[src/hdl/hse_pkg.sv]
// ----------------------------------------------------------------------------
// hse_pkg: shared constants for the heap sort engine
// Data width and default store depth used by the engine and its compare unit.
// ----------------------------------------------------------------------------
package hse_pkg;

  localparam int DATA_W           = 32;
  localparam int MAX_ELEMENTS_DEF = 64;

endpackage

[src/hdl/hse_cmp.sv]
// ----------------------------------------------------------------------------
// hse_cmp: shared signed compare unit
// Flags when operand a is strictly greater than operand b, two's complement.
// ----------------------------------------------------------------------------
module hse_cmp
  import hse_pkg::*;
(
  input  logic signed [DATA_W-1:0] op_a,
  input  logic signed [DATA_W-1:0] op_b,
  output logic                     gt
);

  assign gt = (op_a > op_b);

endmodule

[src/hdl/heap_sort_engine.sv]
// ----------------------------------------------------------------------------
// heap_sort_engine: collect a set of signed values and emit it sorted
// Values are stored one per item; the item with in_last closes the set, which
// is then sorted in place by heap sort and streamed out smallest first.
// ----------------------------------------------------------------------------
// channel   ports                                         handshake
// input     in_value, in_last                             start & !busy
// result    out_sorted_value, out_final_res, out_overflow out_valid, no stall
//
// Values without in_last are accepted back to back while the engine is idle.
// On the closing item the engine sorts with one read port, one write port and
// one shared comparator: each sift loads its root, then per level reads and
// compares the left child and any right child and moves the larger up if it
// beats the root, and finally writes the root back. Results then stream out,
// each in the cycle after its read. Results cannot be stalled. Reset clears
// the fill count and overflow flag; no clearing pass runs over the store.
// ----------------------------------------------------------------------------
module heap_sort_engine
  import hse_pkg::*;
#(
  parameter int MAX_ELEMENTS = MAX_ELEMENTS_DEF
) (
  input  logic                     clk,
  input  logic                     rst_n,
  input  logic                     start,
  output logic                     busy,
  input  logic signed [DATA_W-1:0] in_value,
  input  logic                     in_last,
  output logic                     out_valid,
  output logic signed [DATA_W-1:0] out_sorted_value,
  output logic                     out_final_res,
  output logic                     out_overflow
);

  localparam int AW = (MAX_ELEMENTS > 1) ? $clog2(MAX_ELEMENTS) : 1;
  localparam int IW = AW + 1;
  localparam int XW = IW + 1;

  typedef enum logic [12:0] {
    S_IDLE = 13'b0000000000001,
    S_BLD  = 13'b0000000000010,
    S_RDN  = 13'b0000000000100,
    S_LDN  = 13'b0000000001000,
    S_CHL  = 13'b0000000010000,
    S_CHR  = 13'b0000000100000,
    S_CMPR = 13'b0000001000000,
    S_MOVE = 13'b0000010000000,
    S_FIN  = 13'b0000100000000,
    S_EXT  = 13'b0001000000000,
    S_EX1  = 13'b0010000000000,
    S_EX2  = 13'b0100000000000,
    S_OUT  = 13'b1000000000000
  } state_t;

  state_t state_r, state_nxt;

  logic signed [DATA_W-1:0] mem_r [MAX_ELEMENTS];
  logic signed [DATA_W-1:0] mem_q_r;

  logic [IW-1:0]            cnt_r, cnt_nxt;
  logic                     ovf_r, ovf_nxt;
  logic [IW-1:0]            n_r, n_nxt;
  logic [IW-1:0]            size_r, size_nxt;
  logic [AW-1:0]            node_r, node_nxt;
  logic signed [DATA_W-1:0] sv_r, sv_nxt;
  logic signed [DATA_W-1:0] top_v_r, top_v_nxt;
  logic [AW-1:0]            top_i_r, top_i_nxt;
  logic                     moved_r, moved_nxt;
  logic                     bld_r, bld_nxt;
  logic [IW-1:0]            bk_r, bk_nxt;
  logic [IW-1:0]            ek_r, ek_nxt;
  logic [AW-1:0]            oi_r, oi_nxt;
  logic                     pend_r, pend_nxt;
  logic                     pend_last_r, pend_last_nxt;
  logic                     pend_ovf_r, pend_ovf_nxt;

  logic                     rd_en;
  logic [AW-1:0]            rd_a;
  logic                     wr_en;
  logic [AW-1:0]            wr_a;
  logic signed [DATA_W-1:0] wr_d;

  logic                     has_room;
  logic [IW-1:0]            cnt_sum;
  logic [XW-1:0]            lc_x;
  logic [XW-1:0]            rc_x;
  logic [XW-1:0]            size_x;
  logic                     oi_last;
  logic signed [DATA_W-1:0] cmp_b;
  logic                     cmp_gt;

  hse_cmp u_cmp (
    .op_a (mem_q_r),
    .op_b (cmp_b),
    .gt   (cmp_gt)
  );

  assign cmp_b    = (state_r == S_CHR) ? sv_r : top_v_r;
  assign has_room = (cnt_r < IW'(MAX_ELEMENTS));
  assign cnt_sum  = has_room ? (cnt_r + IW'(1)) : cnt_r;
  assign lc_x     = {1'b0, node_r, 1'b1};
  assign rc_x     = lc_x + XW'(1);
  assign size_x   = {1'b0, size_r};
  assign oi_last  = ({1'b0, oi_r} == (n_r - IW'(1)));

  always_comb begin
    state_nxt     = state_r;
    cnt_nxt       = cnt_r;
    ovf_nxt       = ovf_r;
    n_nxt         = n_r;
    size_nxt      = size_r;
    node_nxt      = node_r;
    sv_nxt        = sv_r;
    top_v_nxt     = top_v_r;
    top_i_nxt     = top_i_r;
    moved_nxt     = moved_r;
    bld_nxt       = bld_r;
    bk_nxt        = bk_r;
    ek_nxt        = ek_r;
    oi_nxt        = oi_r;
    pend_nxt      = 1'b0;
    pend_last_nxt = pend_last_r;
    pend_ovf_nxt  = pend_ovf_r;
    rd_en         = 1'b0;
    rd_a          = '0;
    wr_en         = 1'b0;
    wr_a          = '0;
    wr_d          = sv_r;

    case (state_r)
      S_IDLE: begin
        if (start) begin
          wr_en   = has_room;
          wr_a    = cnt_r[AW-1:0];
          wr_d    = in_value;
          cnt_nxt = cnt_sum;
          ovf_nxt = ovf_r | ~has_room;
          if (in_last) begin
            n_nxt     = cnt_sum;
            bk_nxt    = cnt_sum >> 1;
            ek_nxt    = cnt_sum - IW'(1);
            oi_nxt    = '0;
            bld_nxt   = 1'b1;
            state_nxt = S_BLD;
          end
        end
      end
      S_BLD: begin
        if (bk_r == '0) begin
          bld_nxt   = 1'b0;
          state_nxt = S_EXT;
        end else begin
          node_nxt  = AW'(bk_r - IW'(1));
          bk_nxt    = bk_r - IW'(1);
          size_nxt  = n_r;
          state_nxt = S_RDN;
        end
      end
      S_RDN: begin
        rd_en     = 1'b1;
        rd_a      = node_r;
        state_nxt = S_LDN;
      end
      S_LDN: begin
        sv_nxt    = mem_q_r;
        state_nxt = S_CHL;
      end
      S_CHL: begin
        if (lc_x < size_x) begin
          rd_en     = 1'b1;
          rd_a      = lc_x[AW-1:0];
          state_nxt = S_CHR;
        end else begin
          state_nxt = S_FIN;
        end
      end
      S_CHR: begin
        if (cmp_gt) begin
          top_v_nxt = mem_q_r;
          top_i_nxt = lc_x[AW-1:0];
          moved_nxt = 1'b1;
        end else begin
          top_v_nxt = sv_r;
          moved_nxt = 1'b0;
        end
        if (rc_x < size_x) begin
          rd_en     = 1'b1;
          rd_a      = rc_x[AW-1:0];
          state_nxt = S_CMPR;
        end else begin
          state_nxt = S_MOVE;
        end
      end
      S_CMPR: begin
        if (cmp_gt) begin
          top_v_nxt = mem_q_r;
          top_i_nxt = rc_x[AW-1:0];
          moved_nxt = 1'b1;
        end
        state_nxt = S_MOVE;
      end
      S_MOVE: begin
        if (moved_r) begin
          wr_en     = 1'b1;
          wr_a      = node_r;
          wr_d      = top_v_r;
          node_nxt  = top_i_r;
          state_nxt = S_CHL;
        end else begin
          state_nxt = S_FIN;
        end
      end
      S_FIN: begin
        wr_en     = 1'b1;
        wr_a      = node_r;
        wr_d      = sv_r;
        state_nxt = bld_r ? S_BLD : S_EXT;
      end
      S_EXT: begin
        if (ek_r == '0) begin
          state_nxt = S_OUT;
        end else begin
          rd_en     = 1'b1;
          rd_a      = ek_r[AW-1:0];
          state_nxt = S_EX1;
        end
      end
      S_EX1: begin
        sv_nxt    = mem_q_r;
        rd_en     = 1'b1;
        rd_a      = '0;
        state_nxt = S_EX2;
      end
      S_EX2: begin
        wr_en     = 1'b1;
        wr_a      = ek_r[AW-1:0];
        wr_d      = mem_q_r;
        node_nxt  = '0;
        size_nxt  = ek_r;
        ek_nxt    = ek_r - IW'(1);
        state_nxt = S_CHL;
      end
      S_OUT: begin
        rd_en         = 1'b1;
        rd_a          = oi_r;
        pend_nxt      = 1'b1;
        pend_last_nxt = oi_last;
        pend_ovf_nxt  = ovf_r;
        oi_nxt        = oi_r + AW'(1);
        if (oi_last) begin
          cnt_nxt   = '0;
          ovf_nxt   = 1'b0;
          state_nxt = S_IDLE;
        end
      end
      default: begin
        state_nxt = S_IDLE;
      end
    endcase
  end

  always_ff @(posedge clk) begin
    if (wr_en) begin
      mem_r[wr_a] <= wr_d;
    end
    if (rd_en) begin
      mem_q_r <= mem_r[rd_a];
    end
  end

  always_ff @(posedge clk) begin
    if (!rst_n) begin
      state_r <= S_IDLE;
      cnt_r   <= '0;
      ovf_r   <= 1'b0;
      pend_r  <= 1'b0;
    end else begin
      state_r <= state_nxt;
      cnt_r   <= cnt_nxt;
      ovf_r   <= ovf_nxt;
      pend_r  <= pend_nxt;
    end
  end

  always_ff @(posedge clk) begin
    n_r         <= n_nxt;
    size_r      <= size_nxt;
    node_r      <= node_nxt;
    sv_r        <= sv_nxt;
    top_v_r     <= top_v_nxt;
    top_i_r     <= top_i_nxt;
    moved_r     <= moved_nxt;
    bld_r       <= bld_nxt;
    bk_r        <= bk_nxt;
    ek_r        <= ek_nxt;
    oi_r        <= oi_nxt;
    pend_last_r <= pend_last_nxt;
    pend_ovf_r  <= pend_ovf_nxt;
  end

  assign busy             = (state_r != S_IDLE);
  assign out_valid        = pend_r;
  assign out_sorted_value = mem_q_r;
  assign out_final_res    = pend_last_r;
  assign out_overflow     = pend_ovf_r;

endmodule

[config.mk]
export PLATFORM = sky130hd
export DESIGN_NAME = heap_sort_engine
export DESIGN_NICKNAME = d
export VERILOG_FILES = /design/src/hdl/hse_pkg.sv /design/src/hdl/hse_cmp.sv /design/src/hdl/heap_sort_engine.sv
export SDC_FILE = /design/constraint.sdc
export NUM_CORES = 2
export LEC_CHECK = 0
export BUFFER_PORTS_ARGS = -buffer_cell sky130_fd_sc_hd__buf_4
export CORE_AREA = 2 2 501 503
export CTS_CLUSTER_DIAMETER = 100
export CTS_CLUSTER_SIZE = 16
export DETAILED_ROUTE_END_ITERATION = 10
export DIE_AREA = 0 0 503 505
export GPL_ROUTABILITY_DRIVEN = 1
export PLACE_DENSITY = 0.46
export SYNTH_ARGS = -nofsm -noshare
export SYNTH_HDL_FRONTEND = slang
export SYNTH_SLANG_ARGS = --single-unit
[constraint.sdc]
create_clock -name clk -period 6.95 [get_ports clk]
set_input_delay 0.695 -clock clk [delete_from_list [all_inputs] [get_ports clk]]
set_output_delay 0.695 -clock clk [all_outputs]
set_load 0.02 [all_outputs]
* Word level (Yosys, flattened, before mapping)
Memories as Yosys holds them, arrays and structs flattened. A register that Yosys moved wholly into a read port is not among the register bits.
Cells that the tools add are included.
** Storage, ports and cells
- Flip-flop bits (word level) :: 136
- Bits in writable memories :: 2048
- Bits of input ports :: 36
- Output and inout bits :: 36
- Logic and storage cells :: 143
- Memories :: 1
** Cells by class
- Add/sub/neg operators :: 7
- Order comparisons :: 4
- Eq/ne operators :: 23
- Muxes and demuxes :: 66
- Bitwise gates (word level) :: 2
- Reductions and logical operators :: 23
** Memories
- mem_r :: depth 64, bits a word 32, read ports 1, clocked after memory_dff 1, write ports 1, line heap_sort_engine.sv:57 : logic signed [DATA_W-1:0] mem_r [MAX_ELEMENTS];
** Operators with widths (count)
- two-way mux 32 bit :: 5
- case mux 13 bit (12 select lines) :: 1
- case mux 32 bit (3 select lines) :: 1
- two-way mux 6 bit :: 11
- case mux 32 bit (2 select lines) :: 1
- two-way mux 7 bit :: 9
- case mux 7 bit (2 select lines) :: 4
- two-way mux 13 bit :: 4
- greater-than comparator 32 bit :: 1
- case mux 6 bit (5 select lines) :: 1
- subtractor 7 x 1 -> 7 bit, second input constant :: 4
- case mux 6 bit (2 select lines) :: 2
- case mux 6 bit (4 select lines) :: 1
- AND reduction 3 bit :: 7
- two-way mux 10 bit :: 2
- two-way mux 9 bit :: 2
- case mux 6 bit (3 select lines) :: 1
- != test 2 bit, second input constant :: 8
- two-way mux 1 bit :: 15
- zero test 7 bit :: 2
- equality test 13 x 1 -> 1 bit, second input constant :: 1
- equality test 13 x 10 -> 1 bit, second input constant :: 1
- equality test 13 x 11 -> 1 bit, second input constant :: 1
- equality test 13 x 12 -> 1 bit, second input constant :: 1
- other kinds (29) :: 39

* Logic depth before layout (Yosys ltp)
- Word-level depth :: 6
- Gate-level depth with buffers :: 19

* Modules after synthesis
A second synthesis with hierarchy kept.
** Second synthesis, totals
- Cells, all modules :: 6654
- Area total of the unflattened synthesis :: 89996.3 µm²
** By module, submodules not included
- heap_sort_engine :: instances 1, cells an instance 6538, area each 89134.2 µm², sequential area each 66323.6 µm²
- hse_cmp :: instances 1, cells an instance 116, area each 862.1 µm², sequential area each 0.0 µm²

* Least setup slack after synthesis
OpenSTA, ideal clock, no wires.
- Path type :: register to register
- Start :: register state_r[4]
- End :: memory mem_r[23][0] (enable)
- Setup time :: 0.421 ns
- Arrival time :: 4.216 ns
- Data required time :: 6.529 ns
- Path slack :: 2.313 ns
- Stages on the path, launching flop included :: 13
- Path buffers :: 3
- Path through :: dfxtp_1 clkbuf_1 or4_1 nor2_1 nand2_1 nor3b_2 and2_1 clkbuf_1 buf_2 nand2_1 o211ai_1 nand2_1 nor2_1
** Between the ends
- Longest elaborated chain between the ends :: 5
- Elaborated cells on any way between the ends :: 9
- Those cells by class :: 4 x eq/ne; 4 x mux; 1 x reduce/logical
** RTL lines
- start: declaration :: line heap_sort_engine.sv:55 : state_t state_r, state_nxt;
- start signal: assignment :: line heap_sort_engine.sv:278 : state_r <= state_nxt;
- equality test 13 x 12 -> 1 bit / equality test 13 x 9 -> 1 bit (equally long branches) :: line heap_sort_engine.sv:130 : case (state_r)
- OR reduction 2 bit (no source line)
- case mux 1 bit (3 select lines) :: line heap_sort_engine.sv:130
- two-way mux 1 bit :: line heap_sort_engine.sv:263 : if (wr_en) begin
- two-way mux 1 bit (not written as such) :: line heap_sort_engine.sv:264 : mem_r[wr_a] <= wr_d;
- end: declaration :: line heap_sort_engine.sv:57
Parallel ways exist; a longest one is shown, timed or not.

* Worst setup path after layout
- Start :: register node_r[0]
- End :: register mem_q_r[6] (netlist: out_sorted_value[6]), read port of mem_r, data pin
** Between the ends
- Longest elaborated chain between the ends :: 4
- Elaborated cells on any way between the ends :: 9
- Those cells by class :: 1 x add/sub; 2 x order compare; 6 x mux
** RTL lines
- start: declaration :: line heap_sort_engine.sv:64 : logic [AW-1:0] node_r, node_nxt;
- start signal: assignment :: line heap_sort_engine.sv:288 : node_r <= node_nxt;
- adder 7 x 1 -> 8 bit :: line heap_sort_engine.sv:102 : assign rc_x = lc_x + XW'(1);
- < comparator 8 x 7 -> 1 bit :: line heap_sort_engine.sv:186 : if (rc_x < size_x) begin
- two-way mux 6 bit / two-way mux 1 bit (equally long branches) :: line heap_sort_engine.sv:186
- case mux 6 bit (5 select lines) / case mux 1 bit (4 select lines) (equally long branches) :: line heap_sort_engine.sv:130
- end: declaration :: line heap_sort_engine.sv:58 : logic signed [DATA_W-1:0] mem_q_r;
Parallel ways exist; a longest one is shown, timed or not.
A chain may end at the register's enable or synchronous reset.

==> results.cfg <==
[synth]
synthesis.area_mm2 = 0.0890
synth-async-reset-ratio_pct = 0
ys_seq_area_share_pct = 74.5
yosysWarnings = 0
ys_seq_elements = 2216
synth_cells = 6273
synth_ff_type = edfxtp_1
synth_edf_count = 2194
avgSynthCellArea_um2 = 14.2
syn_nets = 6361
ys_types = 77

[timing]
hold_violations = 0
fin_crit_ns = 6.12
tightest_slew_ns = 1.16
fin_crit_sh_pct = 88.1
finalClockSkew_ns = 0.0384
finalSetupTns_ns = 0
setup_viol = 0
whs_ns = 0.113
maxSlewViolCount = 0
max_freq_mhz = 163
max_slew_margin_pct = 22.1
rsz0062_at_grt = no
setup_slack_ns = 0.829

[cts]
cts_made_buffers = 158
clock_sinks = 2216
postCtsHoldBufs = 0
clock_tree.root_cell = clkbuf_16
postCtsSetupBuffers = 0
clock_latency_ns = 0.86
htree_levels = 4
path_clk_slew_ns = 0.08
cts_resized = 0
clock_path_buffers = 3
cts_tree = built

[job]
max_cap_violations = 0

[min_path]
hold_end = state_r[0]$_SDFFE_PN1P_
hold_path.class = primary input to register
hp-start = rst_n
hold_depth = 2

[global_route]
grt_use_total_pct = 23.5
antenna_found_initial = 11
grt_max_degree = 133
grt_pass1_vias = 52300
grt_pass1_wl_mm = 423
overflow = 0

[placement]
dpl_worst_slack_ns = 0.898
portBuffers = 71
place_congestion = 0.852
hpwlAfterDp_mm = 182

[route]
wirelength_mm = 304
postRouteAntennaNets = 0
viasPerCell = 5.63
num_vias = 55000
wl_per_cell_um = 31.1
drtPass1Iterations = 9
drc = 0
drt_iter0_drc = 6343

[floorplanning]
ios = 72
fp-row-count = 183
fp.dieH_um = 505
core-area_mm2 = 0.248
die_x_um = 503
initial_utilization_pct = 35.8
dieArea_mm2 = 0.254

[status]
status = finished, final reports clean

[power_and_ir_drop]
p_per_area_mw_per_mm2 = 279
p_leak_nw = 34.5
peakVddDrop_v = 0.000274

[worst_setup_path]
critPathKind = register to register
cp_slowest_cell = edfxtp_1
endpoint_kind = register
reg2reg_to = out_sorted_value[6]$_DFFE_PP_
critical_path_required_ns = 7.55
crit_top_cell = buf_4
crit_family = simple AND/OR/NAND/NOR gates
critPathArrivalTime_ns = 6.72
r2r_slack_ns = 0.83
critical_path.max_fanout = 21
worst-path-buf-inv = 3
worstRegToRegCells = 17
slowest_delay_ns = 0.66
start_kind = register
cp_cell_sequence = ha_1, nand3_1, xnor2_1, ha_1, a21o_1, a221oi_1, nand2b_1, nor3_1, nor2_2, buf_4, nor2_4, buf_4, buf_4, nand3_1, a41oi_1, nand4_1, and3_1
r2r-start = node_r[0]$_DFFE_PP_

[final_layout]
fill_cells = 23100
multi_input_area_mm2 = 0.0216
layout-area-overhead-vs-synth_pct = 11.7
drive_gt1_share_pct = 10.6
regArea_mm2 = 0.0663
nNetsFinal = 6481
==> metal layers <==
metal	track usage [%]	vias to the layer above	share of wire, %
li1	-	23900	-
met1	34.5	28800	45
met2	36.9	1960	46
met3	2.98	307	6.2
met4	5.68	0	2.2
met5	0	-	0
==> state kept, by name, summed over array words and instances, names as in the netlist, 6 cells and up <==
signal / count
node_r: 6
bk_r: 7
top_i_r: 6
cnt_r: 7
size_r: 7
mem_r: 2048
n_r: 7
oi_r: 6
state_r: 13
out_sorted_value: 32
ek_r: 7
sv_r: 32
top_v_r: 32
==> layout make-up <==
| type | count | share of cell area, % |
|---|---|---|
| well taps | 3330 | 4.19 |
| flip-flops and latches | 2216 | 66.7 |
| diodes | 21 | 0.0529 |
| clock buffers | 173 | 4.12 |
| clock inverters | 16 | 0.205 |
| repair buffers | 325 | 2.90 |
| multi-input cells | 3667 | 21.7 |
| inverters | 25 | 0.0994 |
==> cell usage after synthesis (all sizes together), types with 14 or more instances <==
cell       n  share of area, %
a211oi    24              0.22
a21oi     50              0.28
a222oi    37              0.42
a22oi     41              0.35
a31oi    175               1.2
a32oi    125               1.2
a41oi     19              0.19
and2      16              0.11
and3      58              0.41
buf      196               1.3
clkbuf   169              0.71
dfxtp     22              0.50
edfxtp  2194                74
ha        52              0.73
inv       24              0.11
mux2      32              0.41
mux2i    364               4.1
nand2   1548               6.5
nand3    565               3.2
nand4     87              0.61
nor2     142              0.64
nor3      14             0.090
nor4      20              0.14
o211ai    32              0.27
o21ai     68              0.40
o221ai    15              0.15
o22ai     15              0.11
xnor2     19              0.19
xor2      18              0.18
==> layout by cell type (no fill, tap or decap), drive strengths merged, types with 41 or more instances in the layout <==
cell | netlist | routed
and3 | 58 | 58
nand2 | 1548 | 1548
a22oi | 41 | 41
edfxtp | 2194 | 2194
nand4 | 87 | 87
a21oi | 50 | 50
clkbuf | 169 | 173
nor2 | 142 | 142
ha | 52 | 52
o21ai | 68 | 68
a32oi | 125 | 125
nand3 | 565 | 565
a31oi | 175 | 175
buf | 196 | 325
mux2i | 364 | 364
==> metrics by stage <==
stage | cells | util (%) | area [µm²] | power [W]
after floorplan | 6273 | - | 89000 | 0.0177
after global placement | 9563 | 38.3 | 95000 | 0.0192
after detailed placement | 9563 | 38.3 | 95000 | 0.0192
after CTS | 9752 | 40.0 | 99300 | 0.0279
after global routing | 9770 | 40.0 | 99400 | 0.0285
final | 9773 | 40.0 | 99400 | 0.0277
==> kinds of logic after synthesis <==
family | count (synthesis) | synth area share (%)
AOI/OAI and AO/OA | 670 | 5.51
xor gates and xnor gates | 37 | 0.364
adders and majority gates | 52 | 0.731
buffers and inverters | 390 | 2.08
DFF | 2216 | 74.5
muxes | 396 | 4.50
and+or+nand+nor | 2512 | 12.3
==> worst max path at each step <==
stage	startpoint	to	slack, ns	depth (start not counted)
2_1_floorplan	state_r[4]$_SDFFE_PN0P_	mem_r[23][0]$_DFFE_PP_	2.31	12
3_3_place_gp	node_r[0]$_DFFE_PP_	out_sorted_value[6]$_DFFE_PP_	0.83	17
3_5_place_dp	node_r[0]$_DFFE_PP_	out_sorted_value[6]$_DFFE_PP_	0.90	17
4_1_cts	node_r[0]$_DFFE_PP_	out_sorted_value[6]$_DFFE_PP_	0.86	17
5_1_grt	node_r[0]$_DFFE_PP_	out_sorted_value[6]$_DFFE_PP_	0.56	17
6_report	node_r[0]$_DFFE_PP_	out_sorted_value[6]$_DFFE_PP_	0.83	17
==> where the power goes <==
group	internal, W	leakage [nW]	total, W	switching (W)
Sequential	0.0160	20.0	0.0161	0.000117
Combinational	0.000453	12.4	0.00279	0.00233
Clock	0.00420	2.11	0.00883	0.00463
No activity file was read; power rests on OpenSTA's default activity.
